`config.mk`:
```
export PLATFORM = sky130hd
export DESIGN_NAME = bcu_front
export DESIGN_NICKNAME = d
export VERILOG_FILES = /design/src/hw/rtl/bcu_pkg.sv /design/src/hw/rtl/bcu_front.sv
export SDC_FILE = /design/constraint.sdc
export NUM_CORES = 1
export LEC_CHECK = 0
export BUFFER_PORTS_ARGS = -buffer_cell sky130_fd_sc_hd__buf_2
export CORE_ASPECT_RATIO = 1.25
export CORE_MARGIN = 2
export CORE_UTILIZATION = 48
export CTS_BUF_LIST = sky130_fd_sc_hd__clkbuf_4
export CTS_CLUSTER_DIAMETER = 120
export CTS_CLUSTER_SIZE = 40
export DETAILED_ROUTE_END_ITERATION = 6
export PLACE_DENSITY = 0.87
export SYNTH_ARGS = -nofsm -noshare
export SYNTH_HDL_FRONTEND = slang
export SYNTH_SLANG_ARGS = --single-unit
```
`constraint.sdc`:
```
create_clock -name clk -period 1.9 [get_ports clk]
set_clock_uncertainty 0.15 [all_clocks]
set_input_delay 0.38 -clock clk [delete_from_list [all_inputs] [get_ports clk]]
set_output_delay 0.38 -clock clk [all_outputs]
set_load 0.005 [all_outputs]
```
`src/hw/rtl/bcu_pkg.sv`:
```
// ============================================================================
// bcu_pkg: shared types and constants for the bus CPU control unit
// Request and result layouts, operation and opcode codes, status codes.
// ============================================================================
package bcu_pkg;

    localparam int MEM_BYTES   = 2048;
    localparam int IO_BYTES    = 32;
    localparam int MEM_AW      = $clog2(MEM_BYTES);
    localparam int IO_AW       = $clog2(IO_BYTES);
    localparam int ADDR_W      = 11;
    localparam int BYTE_W      = 8;
    localparam int OPC_W       = 5;
    localparam int QUEUE_DEPTH = 2;
    localparam int QPTR_W      = $clog2(QUEUE_DEPTH);
    localparam int QCNT_W      = $clog2(QUEUE_DEPTH + 1);

    // operation codes on the request channel
    localparam logic [1:0] OP_LOAD = 2'd0;
    localparam logic [1:0] OP_EXEC = 2'd1;
    localparam logic [1:0] OP_READ = 2'd2;

    // status codes
    localparam logic [1:0] STAT_OK      = 2'd0;
    localparam logic [1:0] STAT_EOP     = 2'd1;
    localparam logic [1:0] STAT_ILLEGAL = 2'd2;
    localparam logic [1:0] STAT_HALTED  = 2'd3;

    // instruction opcodes
    localparam logic [OPC_W-1:0] OPC_WM   = 5'd1;
    localparam logic [OPC_W-1:0] OPC_RM   = 5'd2;
    localparam logic [OPC_W-1:0] OPC_BR   = 5'd3;
    localparam logic [OPC_W-1:0] OPC_RIO  = 5'd4;
    localparam logic [OPC_W-1:0] OPC_WIO  = 5'd5;
    localparam logic [OPC_W-1:0] OPC_WB   = 5'd6;
    localparam logic [OPC_W-1:0] OPC_WIB  = 5'd7;
    localparam logic [OPC_W-1:0] OPC_WIB2 = 5'd8;
    localparam logic [OPC_W-1:0] OPC_EOP  = 5'd31;

    typedef enum logic [1:0] {
        KIND_LOAD,
        KIND_EXEC,
        KIND_READ,
        KIND_NOP
    } kind_t;

    typedef struct packed {
        logic [1:0]        operation;
        logic [ADDR_W-1:0] address;
        logic [BYTE_W-1:0] data;
    } in_t;

    typedef struct packed {
        logic [1:0]        status;
        logic [ADDR_W-1:0] fetch_pc;
        logic [OPC_W-1:0]  opcode;
        logic [ADDR_W-1:0] operand_field;
        logic [ADDR_W-1:0] address_bus;
        logic [BYTE_W-1:0] data_bus;
        logic [BYTE_W-1:0] buffer_register;
        logic [BYTE_W-1:0] io_buffer_register;
        logic              io_or_memory;
        logic              read_write;
        logic              output_enable;
    } out_t;

    // classified request held in the queue
    typedef struct packed {
        kind_t             kind;
        logic [ADDR_W-1:0] address;
        logic [BYTE_W-1:0] data;
    } req_t;

endpackage

```
`src/hw/rtl/bcu_front.sv`:
```
// ============================================================================
// bcu_front: request intake
// Accepts requests, classifies the operation and queues them for execution.
// ============================================================================
module bcu_front (
    input  logic          clk,
    input  logic          rst_n,
    input  logic          cmd_valid,
    output logic          cmd_ready,
    input  bcu_pkg::in_t  cmd,
    output logic          q_valid,
    input  logic          q_pop,
    output bcu_pkg::req_t q_head
);
    import bcu_pkg::*;

    req_t              entry_reg [QUEUE_DEPTH];
    logic [QPTR_W-1:0] wr_ptr_reg, wr_ptr_next;
    logic [QPTR_W-1:0] rd_ptr_reg, rd_ptr_next;
    logic [QCNT_W-1:0] count_reg, count_next;
    req_t              req_new;
    logic              push;
    logic              pop;

    always_comb
    begin
        req_new.address = cmd.address;
        req_new.data    = cmd.data;
        case (cmd.operation)
            OP_LOAD: req_new.kind = KIND_LOAD;
            OP_EXEC: req_new.kind = KIND_EXEC;
            OP_READ: req_new.kind = KIND_READ;
            default: req_new.kind = KIND_NOP;
        endcase
    end

    assign cmd_ready = (count_reg != QCNT_W'(QUEUE_DEPTH));
    assign push      = cmd_valid && cmd_ready;
    assign q_valid   = (count_reg != '0);
    assign pop       = q_pop && q_valid;
    assign q_head    = entry_reg[rd_ptr_reg];

    always_comb
    begin
        wr_ptr_next = push ? wr_ptr_reg + QPTR_W'(1) : wr_ptr_reg;
        rd_ptr_next = pop ? rd_ptr_reg + QPTR_W'(1) : rd_ptr_reg;
        count_next  = count_reg;
        if (push && !pop)
        begin
            count_next = count_reg + QCNT_W'(1);
        end
        else if (pop && !push)
        begin
            count_next = count_reg - QCNT_W'(1);
        end
    end

    always_ff @(posedge clk or negedge rst_n)
    begin
        if (!rst_n)
        begin
            wr_ptr_reg <= '0;
            rd_ptr_reg <= '0;
            count_reg  <= '0;
        end
        else
        begin
            wr_ptr_reg <= wr_ptr_next;
            rd_ptr_reg <= rd_ptr_next;
            count_reg  <= count_next;
        end
    end

    always_ff @(posedge clk)
    begin
        if (push)
        begin
            entry_reg[wr_ptr_reg] <= req_new;
        end
    end

endmodule

```
[Yosys cells after proc, flatten, opt, wreduce, memory -nomap -nowiden]
Memories as Yosys holds them, arrays and structs flattened.
Index checks and enable logic that the tools add are counted.
Word-level totals
  register bits after elaboration: 4
  RAM bits: 42
  bits of input ports: 25
  output and inout port bits: 23
  logic and storage cells: 25
  memories kept: 1
Memory list
  entry_reg: depth 2, bits a word 21, rd ports 1, clocked after Yosys merged registers in 0, wr ports 1, RTL line bcu_front.sv:17  | req_t entry_reg [QUEUE_DEPTH];
Cells by class
  add/subtract/negate cells: 4
  equal/unequal tests: 3
  mux-type cells: 5
  reduce and logical (&&, ||, !) cells: 9
Operators with widths (number)
  case mux 2 bit (3 select lines): 1
  logical AND 1 bit: 4
  2-to-1 mux 2 bit: 2
  nonzero test 2 bit: 2
  adder 1 bit (second input constant): 2
  adder 2 x 1 -> 2 bit (second input constant): 1
  == test 2 x 1 -> 1 bit (second input constant): 1
  == test 2 bit (second input constant): 1
  logical NOT 1 bit: 2
  logical NOT 2 bit: 1
  2-to-1 mux 1 bit: 2
  inequality test 2 bit (second input constant): 1
  subtractor 2 x 1 -> 2 bit (second input constant): 1

[Logic depth before layout (Yosys ltp)]
  word-level depth: 6
  gate-level depth with buffers: 7
  depth with buffers taken out: 7

[Least setup slack after synthesis]
Ideal clock, no wire load.
  path kind: reg-to-reg
  start: register count_reg[0]
  end: memory entry_reg[0][0] (netlist bit), enable pin
  arrival time: 1.537 ns
  slack: -0.186 ns
  stages on the path, launching flop included: 4
  clock period less this slack: 2.086 ns
  cell sequence: dfrtp_1 > nand2b_4 > nand2_1 > nor2_1
On the way
  word-level cells in the longest chain between the ends: 4
RTL lines
  start, declared: RTL line bcu_front.sv:20  | logic [QCNT_W-1:0] count_reg, count_next;
  start signal, assigned: RTL line bcu_front.sv:70  | count_reg <= count_next;
  inequality test 2 bit: RTL line bcu_front.sv:37  | assign cmd_ready = (count_reg != QCNT_W'(QUEUE_DEPTH));
  named net cmd_ready: RTL line bcu_front.sv:9  | output logic cmd_ready,
  logical AND 1 bit: RTL line bcu_front.sv:38  | assign push = cmd_valid && cmd_ready;
  2-to-1 mux 1 bit: RTL line bcu_front.sv:76  | if (push)
  2-to-1 mux 1 bit (not written as such): RTL line bcu_front.sv:78  | entry_reg[wr_ptr_reg] <= req_new;
  end, declared: RTL line bcu_front.sv:17
The timed path passes the listed nets, and every way through them passes these cells.

==> impl_metrics.toml <==
[layout]
regArea_um2 = 1360
nFillCells = 248
n_antenna_cell = 0
multi_input_area_um2 = 380
nNetsFinal = 167
largest_reg_flops = 42
finalInstanceArea_um2 = 2190
areaGrowthSynthToFinish_pct = 26.0
drive_gt1_frac = 0.599
mostFrequentLayoutCell = "edfxtp_1"
mostFrequentLayoutCells = "edfxtp_1 (42), buf_2 (40), mux2_2 (12)"
fin_util = 0.629

[worst_setup_path]
crit_path_end_kind = "output port"
cp_slowest_cell = "dfrtp_1"
crit_chain = "buf_6, mux2_2, buf_2"
cp_max_fo = 10
critPathKind = "register to output port"
worst-path-buf-inv = 2
critPathTopFamily = "flip-flops"
cp_slowest_stage_delay_ps = 400
cp.required_ps = 1370
cp_data_arrival_time_ps = 1420
cp-start-kind = "register"

[synthesis]
seq_area_frac_synth = 0.783
ys_types = 15
netlist_area_um2 = 1740
avgSynthCellArea_um2 = 20.5
ys_warn_count = 0
synth-seq-cells = 46
synth_cells = 85
postSynthNetCount = 111

[clock_network]
cts.sinks = 46
worstSkewPairLatency_ps = 360
cts.clk_slew.worst_paths_ps = 140
cts_buffers = 5
cts_tree = "done"
htreeDepth = 2
clockBufferDepth = 2
root_buffer = "clkbuf_4"

[global_route]
use_met1 = 0.154
grt_pass1_wl_um = 4530
grt.busiest_layer = "met2"
grtUsageMet3 = 0.0722
grt_overflow_total = 0
use_met2 = 0.264
grt_usage = 0.156
grt_max_degree = 22
antenna_found_initial = 0
grt_pass1_vias = 972

[power_and_ir_drop]
cellLeakagePower_nw = 0.880
finalPower_mw = 3.15
p_per_area_nw_per_um2 = 1440
ir_drop_mv = 0.960

[floorplan]
start_util = 0.499
core_region_area_um2 = 3480
die-area_um2 = 4120
boundaryPins = 48
die_x_um = 57.8
core.rowCount = 24
fp.dieH_um = 71.3

[timing]
slew_headroom = 0.807
finalWorstPathRequiredPeriod_ps = 1950
drv_slew = 0
rsz0062_at_grt = "yes"
layout_setup_ws_ps = -51.3
layout_worst_path_cycle_share = 1.03
setup_violations = 20
setup_tns_ps = -533
finalHoldViolCount = 0
tightest_slew_ps = 289
fmax_mhz = 512

[run_status]
outcome = "complete, but fails checks"
violations = "negative setup slack"

[detailed_routing]
drtAntennaViolNets = 0
drt_iter0_drc = 25
viasPerCell = 5.10
drc = 0
via_count = 923
first_pass_iters = 2
routedWlPerCell_um = 16.8
wirelength_um = 3050

[placement]
gp_congestion = 0.648
place.port_buffers = 47
dp_hpwl_um = 1940
placed_area_um2 = 2030

[worst_hold_path]
hold_path_class = "input pin to register"

[flow_run]
drv_cap = 0
[Yosys cell counts]
master | number | area [µm²]
inv_1 | 1 | 3.75
nor2_1 | 2 | 7.51
edfxtp_1 | 42 | 1260
buf_6 | 2 | 22.5
ha_1 | 1 | 12.5
mux2_2 | 21 | 236
nand2b_4 | 1 | 13.8
xnor2_1 | 3 | 26.3
xor2_1 | 2 | 17.5
clkbuf_1 | 2 | 7.51
and3_1 | 1 | 6.26
dfrtp_1 | 4 | 100
or2_4 | 1 | 8.76
nand2_1 | 1 | 3.75
nand2_4 | 1 | 11.3
[what timing repair did]
action | in CTS | in global routing
cloned | 0 | 0
setup endpoints to repair | 21 | 21
hold buffers | 1 | 0
gates resized for setup | 14 | 4
buffers inserted | 1 | 0
endpoints found under the hold margin | 4 | 0
[area by class of cell]
type / count / area share
sequential: 46 / 0.621
clock buffer: 5 / 0.0171
clock inverter: 3 / 0.0114
multi-input combinational: 34 / 0.174
inverter: 1 / 0.00171
timing repair buffer: 53 / 0.152
tap: 39 / 0.0223
[power by group]
group	internal [mW]	total, mW	switching (mW)
clock network	0.151	0.478	0.327
logic	0.671	1.17	0.500
registers	1.39	1.50	0.103
total	2.22	3.15	0.931
[worst reg2reg max path, stage by stage, from the launching register on]
cell and delay, ps:
dfrtp_1 450, nand2b_4 170, nand2_1 130, inv_1 60, ha_1 320, nor2_1 140
xor2_1 140
[layer usage]
metal / vias up / wire (µm)
li1: 432 / -
met4: 0 / 102
met1: 445 / 1140
met2: 36 / 1560
met5: - / 0
met3: 10 / 243
[per-stage QoR]
step	hold WS, ps	worst slack [ps]	std cells
finish	38.2	-51.3	181
global route	15.0	-105	181
CTS	26.2	-66.7	181
detailed placement	43.9	276	171
global placement	41.9	361	171
floorplan	-65.6	152	85
[path summary, 6_finish.rpt]
path / start / end / slack (ps) / cells after the start
hold reg to reg: wr_ptr_reg$_DFFE_PN0P_ / wr_ptr_reg$_DFFE_PN0P_ / 390 / 1
max in group asynchronous: rst_n / rd_ptr_reg$_DFFE_PN0P_ / 1300 / 2
hold / removal: cmd[18] / entry_reg[1][18]$_DFFE_PP_ / 40 / 1
min in group asynchronous: rst_n / count_reg[0]$_DFFE_PN0P_ / 180 / 2
setup / recovery: rd_ptr_reg$_DFFE_PN0P_ / q_head[19] / -50 / 3
setup reg to reg: count_reg[0]$_DFFE_PN0P_ / count_reg[1]$_DFFE_PN0P_ / 270 / 6
[cell families (layout without fill, tap and decap cells)]
kind of cell  Yosys count  after routing  share of synthesized area
xor+xnor                5              5                     0.0252
buf+inv                 5             62                     0.0194
fa+ha+maj               1              1                    0.00719
mux                    21             21                      0.136
simple gates            7              7                     0.0295
flops                  46             46                      0.783
No activity file was read; power rests on OpenSTA's default activity.
